$ cat src/lpi_pkg.sv
`default_nettype none
package lpi_pkg;

  localparam int COORD_BITS      = 12;
  localparam int COLOR_BITS      = 32;
  localparam int QUEUE_DEPTH_DEF = 4;
  localparam int PROD_BITS       = 2 * COORD_BITS;

  typedef logic [COORD_BITS-1:0] coord_t;
  typedef logic [COLOR_BITS-1:0] color_t;
  typedef logic [PROD_BITS-1:0]  prod_t;

  typedef struct packed {
    coord_t x_start;
    coord_t y_start;
    coord_t x_end;
    coord_t y_end;
    coord_t step_index;
    color_t pixel_color;
  } in_req_t;

  typedef struct packed {
    coord_t pixel_x;
    coord_t pixel_y;
    color_t out_color;
    logic   in_range;
    logic   final_pixel;
  } out_res_t;

  // classified line, one queue entry
  typedef struct packed {
    coord_t major_start;
    coord_t minor_start;
    coord_t step;
    coord_t len;
    coord_t minor_mag;
    logic   major_neg;
    logic   minor_neg;
    logic   x_major;
    color_t color;
  } cls_t;

  // one divider pipeline stage
  typedef struct packed {
    prod_t  rem;
    coord_t quo;
    coord_t len;
    coord_t minor_start;
    coord_t major;
    logic   minor_neg;
    logic   x_major;
    logic   valid;
    logic   last;
    logic   zero_len;
    color_t color;
  } div_stage_t;

endpackage
`default_nettype wire

$ cat src/lpi_front.sv
`default_nettype none
module lpi_front (
  input  wire lpi_pkg::in_req_t req,
  output lpi_pkg::cls_t         cls
);
  import lpi_pkg::*;

  logic   dx_neg;
  logic   dy_neg;
  coord_t adx;
  coord_t ady;
  logic   x_major;

  always_comb begin
    dx_neg  = req.x_end < req.x_start;
    dy_neg  = req.y_end < req.y_start;
    adx     = dx_neg ? req.x_start - req.x_end : req.x_end - req.x_start;
    ady     = dy_neg ? req.y_start - req.y_end : req.y_end - req.y_start;
    x_major = adx >= ady;

    cls.step  = req.step_index;
    cls.color = req.pixel_color;
    cls.x_major = x_major;
    if (x_major) begin
      cls.major_start = req.x_start;
      cls.minor_start = req.y_start;
      cls.len         = adx;
      cls.minor_mag   = ady;
      cls.major_neg   = dx_neg;
      cls.minor_neg   = dy_neg;
    end else begin
      cls.major_start = req.y_start;
      cls.minor_start = req.x_start;
      cls.len         = ady;
      cls.minor_mag   = adx;
      cls.major_neg   = dy_neg;
      cls.minor_neg   = dx_neg;
    end
  end

endmodule
`default_nettype wire

$ cat src/lpi_queue.sv
`default_nettype none
module lpi_queue #(
  parameter int DEPTH = lpi_pkg::QUEUE_DEPTH_DEF
) (
  input  wire logic          clk,
  input  wire logic          rst,
  input  wire logic          wr,
  input  wire lpi_pkg::cls_t wr_data,
  output logic               full,
  input  wire logic          rd,
  output lpi_pkg::cls_t      rd_data,
  output logic               empty
);
  import lpi_pkg::*;

  localparam int PW = (DEPTH > 1) ? $clog2(DEPTH) : 1;
  localparam int CW = $clog2(DEPTH + 1);

  cls_t          mem [DEPTH];
  logic [PW-1:0] wr_ptr;
  logic [PW-1:0] rd_ptr;
  logic [CW-1:0] count;
  logic          do_wr;
  logic          do_rd;

  assign full    = count == CW'(DEPTH);
  assign empty   = count == '0;
  assign do_wr   = wr && !full;
  assign do_rd   = rd && !empty;
  assign rd_data = mem[rd_ptr];

  always_ff @(posedge clk) begin
    if (do_wr) begin
      mem[wr_ptr] <= wr_data;
    end
  end

  always_ff @(posedge clk) begin
    if (rst) begin
      wr_ptr <= '0;
      rd_ptr <= '0;
      count  <= '0;
    end else begin
      if (do_wr) begin
        wr_ptr <= (wr_ptr == PW'(DEPTH - 1)) ? '0 : wr_ptr + 1'b1;
      end
      if (do_rd) begin
        rd_ptr <= (rd_ptr == PW'(DEPTH - 1)) ? '0 : rd_ptr + 1'b1;
      end
      if (do_wr && !do_rd) begin
        count <= count + 1'b1;
      end else if (do_rd && !do_wr) begin
        count <= count - 1'b1;
      end
    end
  end

`ifndef SYNTHESIS
  a_count_bound: assert property (@(posedge clk) disable iff (rst)
    count <= CW'(DEPTH))
    else $error("queue count beyond depth");
  a_ptr_gap: assert property (@(posedge clk) disable iff (rst)
    (count == '0 || count == CW'(DEPTH)) |-> wr_ptr == rd_ptr)
    else $error("queue pointers disagree with count");
  a_fill: assert property (@(posedge clk) disable iff (rst)
    (do_wr && !do_rd) |=> !empty)
    else $error("queue lost a written entry");
`endif

endmodule
`default_nettype wire

$ cat src/lpi_back.sv
`default_nettype none
module lpi_back (
  input  wire logic          clk,
  input  wire logic          rst,
  input  wire lpi_pkg::cls_t cls,
  input  wire logic          cls_avail,
  output logic               cls_take,
  output lpi_pkg::out_res_t  res,
  output logic               empty,
  input  wire logic          pop
);
  import lpi_pkg::*;

  localparam int CB = COORD_BITS;
  localparam int DW = PROD_BITS;

  div_stage_t st [CB+1];
  logic       v  [CB+1];
  logic       out_v;
  logic       adv;
  div_stage_t s0_next;
  coord_t     minor;
  out_res_t   res_next;

  assign adv      = !out_v || pop;
  assign cls_take = adv && cls_avail;
  assign empty    = !out_v;

  // setup: major coordinate, range flags, minor product
  always_comb begin
    s0_next.rem         = DW'(cls.minor_mag) * DW'(cls.step);
    s0_next.quo         = '0;
    s0_next.len         = cls.len;
    s0_next.minor_start = cls.minor_start;
    s0_next.major       = cls.major_neg ? cls.major_start - cls.step
                                        : cls.major_start + cls.step;
    s0_next.minor_neg   = cls.minor_neg;
    s0_next.x_major     = cls.x_major;
    s0_next.valid       = cls.step <= cls.len;
    s0_next.last        = cls.step == cls.len;
    s0_next.zero_len    = cls.len == '0;
    s0_next.color       = cls.color;
  end

  always_ff @(posedge clk) begin
    if (adv) begin
      st[0] <= s0_next;
    end
  end

  always_ff @(posedge clk) begin
    if (rst) begin
      v[0] <= 1'b0;
    end else if (adv) begin
      v[0] <= cls_avail;
    end
  end

  // restoring division, one quotient bit per stage, msb first
  for (genvar j = 0; j < CB; j++) begin : g_div
    localparam int B = CB - 1 - j;
    prod_t      divs;
    logic       ge;
    div_stage_t nxt;

    always_comb begin
      divs    = DW'(st[j].len) << B;
      ge      = st[j].rem >= divs;
      nxt     = st[j];
      if (ge) begin
        nxt.rem    = st[j].rem - divs;
        nxt.quo[B] = 1'b1;
      end
    end

    always_ff @(posedge clk) begin
      if (adv) begin
        st[j+1] <= nxt;
      end
    end

    always_ff @(posedge clk) begin
      if (rst) begin
        v[j+1] <= 1'b0;
      end else if (adv) begin
        v[j+1] <= v[j];
      end
    end
  end

  always_comb begin
    coord_t q;
    q     = st[CB].zero_len ? '0 : st[CB].quo;
    minor = st[CB].minor_neg ? st[CB].minor_start - q : st[CB].minor_start + q;
    res_next.out_color   = st[CB].color;
    res_next.in_range    = st[CB].valid;
    res_next.final_pixel = st[CB].valid && st[CB].last;
    if (!st[CB].valid) begin
      res_next.pixel_x = '0;
      res_next.pixel_y = '0;
    end else if (st[CB].x_major) begin
      res_next.pixel_x = st[CB].major;
      res_next.pixel_y = minor;
    end else begin
      res_next.pixel_x = minor;
      res_next.pixel_y = st[CB].major;
    end
  end

  always_ff @(posedge clk) begin
    if (adv) begin
      res <= res_next;
    end
  end

  always_ff @(posedge clk) begin
    if (rst) begin
      out_v <= 1'b0;
    end else if (adv) begin
      out_v <= v[CB];
    end
  end

`ifndef SYNTHESIS
  a_last_in_range: assert property (@(posedge clk) disable iff (rst)
    (out_v && res.final_pixel) |-> res.in_range)
    else $error("final pixel outside line");
  a_past_end_zero: assert property (@(posedge clk) disable iff (rst)
    (out_v && !res.in_range) |-> (res.pixel_x == '0 && res.pixel_y == '0))
    else $error("pixel past end not cleared");
  a_drain: assert property (@(posedge clk) disable iff (rst)
    (v[CB] && adv) |=> out_v)
    else $error("result dropped at output");
`endif

endmodule
`default_nettype wire

$ cat src/line_pixel_interpolator_unit.sv
`default_nettype none
// path: a request accepted into the queue passes through queue write, setup with multiply,
// one divider stage per bit, then the output register
// throughput: one request per cycle while the output is not stalled by pop, set by the pipelined restoring divider
// a QUEUE_DEPTH-entry queue (4 by default) between classification and the divider pipeline absorbs stalls
// reset: synchronous, clears queue pointers and all pipeline valid bits
module line_pixel_interpolator_unit #(
  parameter int QUEUE_DEPTH = lpi_pkg::QUEUE_DEPTH_DEF
) (
  input  wire logic             clk,
  input  wire logic             rst,
  input  wire logic             push,
  output logic                  full,
  input  wire lpi_pkg::in_req_t req,
  output logic                  empty,
  input  wire logic             pop,
  output lpi_pkg::out_res_t     res
);
  import lpi_pkg::*;

  cls_t cls_in;
  cls_t cls_out;
  logic q_empty;
  logic q_take;

  lpi_front u_front (
    .req (req),
    .cls (cls_in)
  );

  lpi_queue #(
    .DEPTH (QUEUE_DEPTH)
  ) u_queue (
    .clk     (clk),
    .rst     (rst),
    .wr      (push),
    .wr_data (cls_in),
    .full    (full),
    .rd      (q_take),
    .rd_data (cls_out),
    .empty   (q_empty)
  );

  lpi_back u_back (
    .clk       (clk),
    .rst       (rst),
    .cls       (cls_out),
    .cls_avail (!q_empty),
    .cls_take  (q_take),
    .res       (res),
    .empty     (empty),
    .pop       (pop)
  );

endmodule
`default_nettype wire
$ cat config.mk
export PLATFORM = sky130hd
export DESIGN_NAME = line_pixel_interpolator_unit
export DESIGN_NICKNAME = d
export VERILOG_FILES = /design/src/lpi_pkg.sv /design/src/lpi_front.sv /design/src/lpi_queue.sv /design/src/lpi_back.sv /design/src/line_pixel_interpolator_unit.sv
export SDC_FILE = /design/constraint.sdc
export NUM_CORES = 2
export LEC_CHECK = 0
export BUFFER_PORTS_ARGS = -buffer_cell sky130_fd_sc_hd__buf_2
export CAP_MARGIN = 10
export CORE_UTILIZATION = 45
export CTS_CLUSTER_SIZE = 20
export DETAILED_ROUTE_END_ITERATION = 7
export SLEW_MARGIN = 10
export SYNTH_ARGS = -nofsm -noshare
export SYNTH_HDL_FRONTEND = slang
export SYNTH_SLANG_ARGS = --single-unit
$ cat constraint.sdc
create_clock -name clk -period 53.9 [get_ports clk]
set_clock_uncertainty 0.05 [all_clocks]
set_input_delay 5.39 -clock clk [delete_from_list [all_inputs] [get_ports clk]]
set_output_delay 5.39 -clock clk [all_outputs]
set_load 0.03 [all_outputs]
Yosys cells after proc, flatten, opt, wreduce, memory -nomap -nowiden:

Memory sizes are Yosys's and may differ from the RTL's. A register that Yosys moved wholly into a read port is not among the register bits.
Cells that the tools add are included.

* logic and storage cells: 142
* output and inout bits: 60
* memories kept: 3
* bits of input ports: 96
* flip-flop bits (word level): 65
* bits in writable memories: 1810

* $add $sub $neg: 24
* multipliers: 1
* reductions and logical operators: 15
* equality and inequality tests: 4
* mux-type cells: 58
* order comparisons: 16
* bitwise logic cells: 13

Memory list
* u_back.st: words 13, bits a word 109, read ports 13, clocked after Yosys merged registers in 0, write ports 13, RTL line lpi_back.sv:17 `div_stage_t st [CB+1];`
* u_queue.mem: words 4, bits a word 95, read ports 1, clocked after Yosys merged registers in 1, write ports 1, RTL line lpi_queue.sv:19 `cls_t mem [DEPTH];`
* u_back.v: words 13, bits a word 1, read ports 13, clocked after Yosys merged registers in 1, write ports 13, RTL line lpi_back.sv:18 `logic v [CB+1];`

Operator list (count)
* 2-to-1 mux 24 bit: 13
* subtractor 12 bit: 6
* 2-to-1 mux 12 bit: 5
* 2-to-1 mux 1 bit: 32
* 2-to-1 mux 26 bit: 1
* 2-to-1 mux 25 bit: 1
* adder 12 bit: 2
* >= comparator 24 x 12 -> 1 bit: 1
* >= comparator 24 x 13 -> 1 bit: 1
* >= comparator 24 x 14 -> 1 bit: 1
* >= comparator 24 x 15 -> 1 bit: 1
* >= comparator 24 x 16 -> 1 bit: 1
* >= comparator 24 x 17 -> 1 bit: 1
* >= comparator 24 x 18 -> 1 bit: 1
* >= comparator 24 x 19 -> 1 bit: 1
* >= comparator 24 x 20 -> 1 bit: 1
* >= comparator 24 x 21 -> 1 bit: 1
* >= comparator 24 x 22 -> 1 bit: 1
* >= comparator 24 x 23 -> 1 bit: 1
* less-than comparator 12 bit: 2
* multiplier 12 x 12 -> 24 bit: 1
* subtractor 24 x 12 -> 24 bit: 1
* subtractor 24 x 13 -> 24 bit: 1
* subtractor 24 x 14 -> 24 bit: 1
* 26 further kinds: 53

Longest topological paths before layout:

* depth in word-level cells: 7
* depth in mapped cells: 26
* gate-level depth less buffers: 21

By module:

From an unflattened synthesis, not the netlist that was laid out.

* cell total of the unflattened synthesis: 4697
* area total of the unflattened synthesis: 75288.5 um^2

By module, submodules not included
* lpi_back: seq. area each 41279.6 um^2, cells an instance 3706, area an instance 57729.1 um^2, instances 1
* lpi_queue: seq. area each 11591.1 um^2, cells an instance 547, area an instance 14222.4 um^2, instances 1
* lpi_front: seq. area each 0.0 um^2, cells an instance 443, area an instance 3333.2 um^2, instances 1
* line_pixel_interpolator_unit: seq. area each 0.0 um^2, cells an instance 1, area an instance 3.8 um^2, instances 1

Least setup slack after synthesis:

OpenSTA, ideal clock, no wires.

* path kind: input-to-reg
* start point: in pop
* end point: reg u_queue.count[2]
* required time: 53.780 ns
* arrival time: 38.772 ns
* slack: 15.008 ns
* stages: 9
* cells stage by stage: nor2_1 -> inv_1 -> o31ai_1 -> ha_1 -> inv_1 -> fa_1 -> xor2_1 -> or3_1 -> a21oi_1

* cells in the longest elaborated chain, start to end: 6

RTL lines
* start, declared: RTL line line_pixel_interpolator_unit.sv:16 `input wire logic pop,`
* logical OR 1 bit *: RTL line lpi_back.sv:25 `assign adv = !out_v || pop;`
* logical AND 1 bit *: RTL line lpi_back.sv:26 `assign cls_take = adv && cls_avail;`
* logical AND 1 bit *: RTL line lpi_queue.sv:29 `assign do_rd = rd && !empty;`
* logical NOT 1 bit: RTL line lpi_queue.sv:50 `if (do_wr && !do_rd) begin`
* logical AND 1 bit: RTL line lpi_queue.sv:50
* 2-to-1 mux 3 bit or nonzero test 2 bit (tied branches)
* end signal, assigned: RTL line lpi_queue.sv:51 `count <= count + 1'b1;`
* end signal, assigned: RTL line lpi_queue.sv:53 `count <= count - 1'b1;`
* end, declared: RTL line lpi_queue.sv:22 `logic [CW-1:0] count;`

Mark *: on every way between the ends. The rest lies on a longest branch, timed or not.
A chain may end at the register's enable or synchronous reset.

==> flow_summary.yaml <==
synth:
  synth_top_family_by_area: "adder cells"
  synthSimpleGateAreaFrac_pct: 6.05
  synth_mux_area_share_pct: 3.87
  avgSynthCellArea_sq_um: 15.9
  yosysSeqAreaShare_pct: 70.7
  synth-edff-count: 1754
  synthAdderAreaFrac_pct: 8.28
  syn_inst: 4693
  synthXorXnorAreaFrac_pct: 2.61
  synth_compound_area_share_pct: 5.68
  synth_nets: 5213
  ys.flop_type: "edfxtp_1"
  yosysWarnings: 0
  netlist-cell-type-count: 92
  async_flop_share_pct: 0
  synth.cell_area_sq_um: 74800
  ys_ff_latch: 1764
timing:
  finalCritPeriodShare_pct: 18.7
  grt_setup_unrepaired: "false"
  hold_viol: 0
  setup_violations: 0
  period_needed_ns: 10.10
  maxSlewViolCount: 0
  setup_tns_ns: 0
  timing.fmax_mhz: 99.0
  slew_headroom_pct: 29.4
  worstMarginPinSlew_ns: 1.06
detailed_routing:
  ant_nets: 0
  vias_per_cell: 5.05
  avgRoutedWirePerCell_microns: 17.6
  dr.pass1.iters: 7
  vias: 36800
  routed_wirelength_microns: 129000
  drc: 26
  drt_iter0_markers: 2113
finish:
  fillers: 13500
  finalNetCount: 5468
  area_delta_synth_final_pct: 12.1
  final_layout_size_suffix_gt1_share_pct: 11.7
  layout_commonest_cell: "edfxtp_1"
  final_cell_mix: "edfxtp_1 (1754), inv_1 (431), ha_1 (306)"
grt:
  track_usage_pct: 15.5
  overflow: 0
  grt_first_pass_wirelength_microns: 204000
  antenna_found_initial: 8
  grt_max_degree: 178
  grt_pass1_vias: 37600
critical_path:
  startpoint_type: "input port"
  cp_slowest_stage_delay_ns: 0.70
  rrSetupSlack_ns: 46.39
  critPathTopFamily: "compound AO/OA/AOI/OAI gates"
  end_kind: "flip-flop"
  crit_required_ns: 54.27
  critPathKind: "in -> reg"
  critPathSlowestCell: "a21boi_1"
  crit_buf_inv: 5
  cpMostUsedCell: "inv_1"
  path_cells: "buf_2 -> inv_1 -> ha_1 -> inv_1 -> fa_1 -> a21o_1 -> a221oi_1 -> o21ai_1 -> a21boi_1 -> a21oi_1 -> xnor2_1 -> inv_1 -> ha_1 -> or4_1 -> nor3_1 -> a211o_2 -> buf_4 -> o21ai_0"
  crit_fanout: 66
  cp.arrival_ns: 10.46
clock_network:
  cts-resized-gates: 0
  worstSkewPairLatency_ns: 0.81
  cts.path.max_buffers: 3
  cts_max_level: 4
  numCtsBuffers: 177
  cts.sinks: 1764
  postCtsSetupRepairBufs: 0
  clk_pin_slew_ns: 0.06
  cts-root-buf: "clkbuf_16"
  postCtsHoldBufs: 0
  cts_tree: "built"
place:
  port_buffers: 155
  place_hpwl_microns: 86300
  place_congestion: 0.856
floorplanning:
  core_sq_um: 165000
  ios: 156
  fp.dieW_microns: 410
  dieArea_sq_um: 168000
  initial_core_util_pct: 45.3
  die_y_microns: 410
  placementRows: 149
worst_hold_path:
  hp-class: "reg -> reg"
run_status:
  violations: "design-rule violations"
  status: "finished, violations left"
flow_run:
  cap_violations: 0
[registers in the layout (all words and copies together), names as in the netlist, named ones only]
signal and flops:
u_back.v 13, u_back.res 58, u_back.st 1303, u_queue.wr_ptr 2, u_queue.rd_ptr 2, u_queue.mem 380
u_queue.count 3, u_back.out_v 1
[stage by stage]
step	util (%)	hold WS (ns)	area, sq um	cells	worst slack [ns]
6_report	50.8	0.327	83900	7292	43.80
5_1_grt	50.8	0.334	83900	7291	43.28
4_1_cts	50.8	0.322	83900	7288	43.91
3_5_place_dp	47.3	0.355	78100	6958	43.08
3_3_place_gp	47.3	0.350	78100	6958	43.11
2_1_floorplan	-	0.350	74800	4693	15.01
[routing by layer]
layer	vias to the layer above	wire length, microns	global-route usage (%)
met5	-	13	0
met4	2	3260	5.02
met3	223	4630	2.60
met2	582	64100	26.6
met1	18000	56700	20.0
li1	17900	-	-
[worst register-to-register path, delay by kind of cell, from the launching register on]
family                   cells  cell delay, ns
multiplexers                 1            0.86
AO/OA/AOI/OAI                5            1.31
flip-flops                   1            0.70
AND/OR/NAND/NOR              3            0.78
buffers and inverters        4            0.82
adder cells (fa/ha/maj)      6            2.77
[cells by family after synthesis]
group / after synthesis
XOR/XNOR: 223
AND/OR/NAND/NOR: 915
multiplexers: 167
buffers and inverters: 542
flip-flops: 1764
adder cells (fa/ha/maj): 424
AO/OA/AOI/OAI: 658
[cells in the mapped netlist (8+ instances only)]
cell type  instances  area [sq um]
nor2_1           213           800
nand4b_1           9          78.8
fa_1             118          2360
mux4_2            95          2140
o31ai_1           25           188
buf_2             25           125
nand3_1           43           215
dfxtp_1           10           200
inv_1            432          1620
a21oi_1          190           951
nor3_1            62           310
nand2_1          270          1010
a21boi_0          11          82.6
ha_1             306          3830
or3_1             14          87.6
nand2b_1          40           250
and3_1            15          93.8
a211o_1            8          70.1
o211ai_1           8          60.1
o21bai_1          13          97.6
a21o_1            72           541
o21ai_0          161           806
a211oi_1          25           188
nor2b_1           46           288
clkbuf_1          69           259
o21a_1            35           263
mux2_2            22           248
nor3b_1           11          82.6
and2_1            90           563
nor4_1            29           181
mux2i_1           48           480
nand3b_1          12          90.1
a31oi_1           24           150
edfxtp_1        1754         52700
xor2_1            85           744
nand4_1           27           169
xnor2_1          138          1210
[final timing paths]
check | startpoint | endpoint | depth (start not counted)
hold / removal | u_back.st[0][153] | u_back.st[0][262] | 0
setup / recovery | req[56] | u_queue.mem[3][72] | 18
hold reg to reg | u_back.st[0][153] | u_back.st[0][262] | 0
setup reg to reg | flip-flop | u_back.st[0][105] | 19
[layout make-up]
type	count	area (sq um)	area share, %
Timing Repair Buffer	183	1010	1.21
Tap cell	2189	2740	3.26
Sequential cell	1764	52900	63.0
Clock inverter	113	1120	1.34
Multi-Input combinational cell	2387	19800	23.6
Antenna cell	4	10.0	0.0119
Inverter	435	1640	1.96
Clock buffer	217	4650	5.54
Power is left out: the tool's default activity adds up to more than one toggle a clock period on the data nets, which glitch-free logic cannot reach.
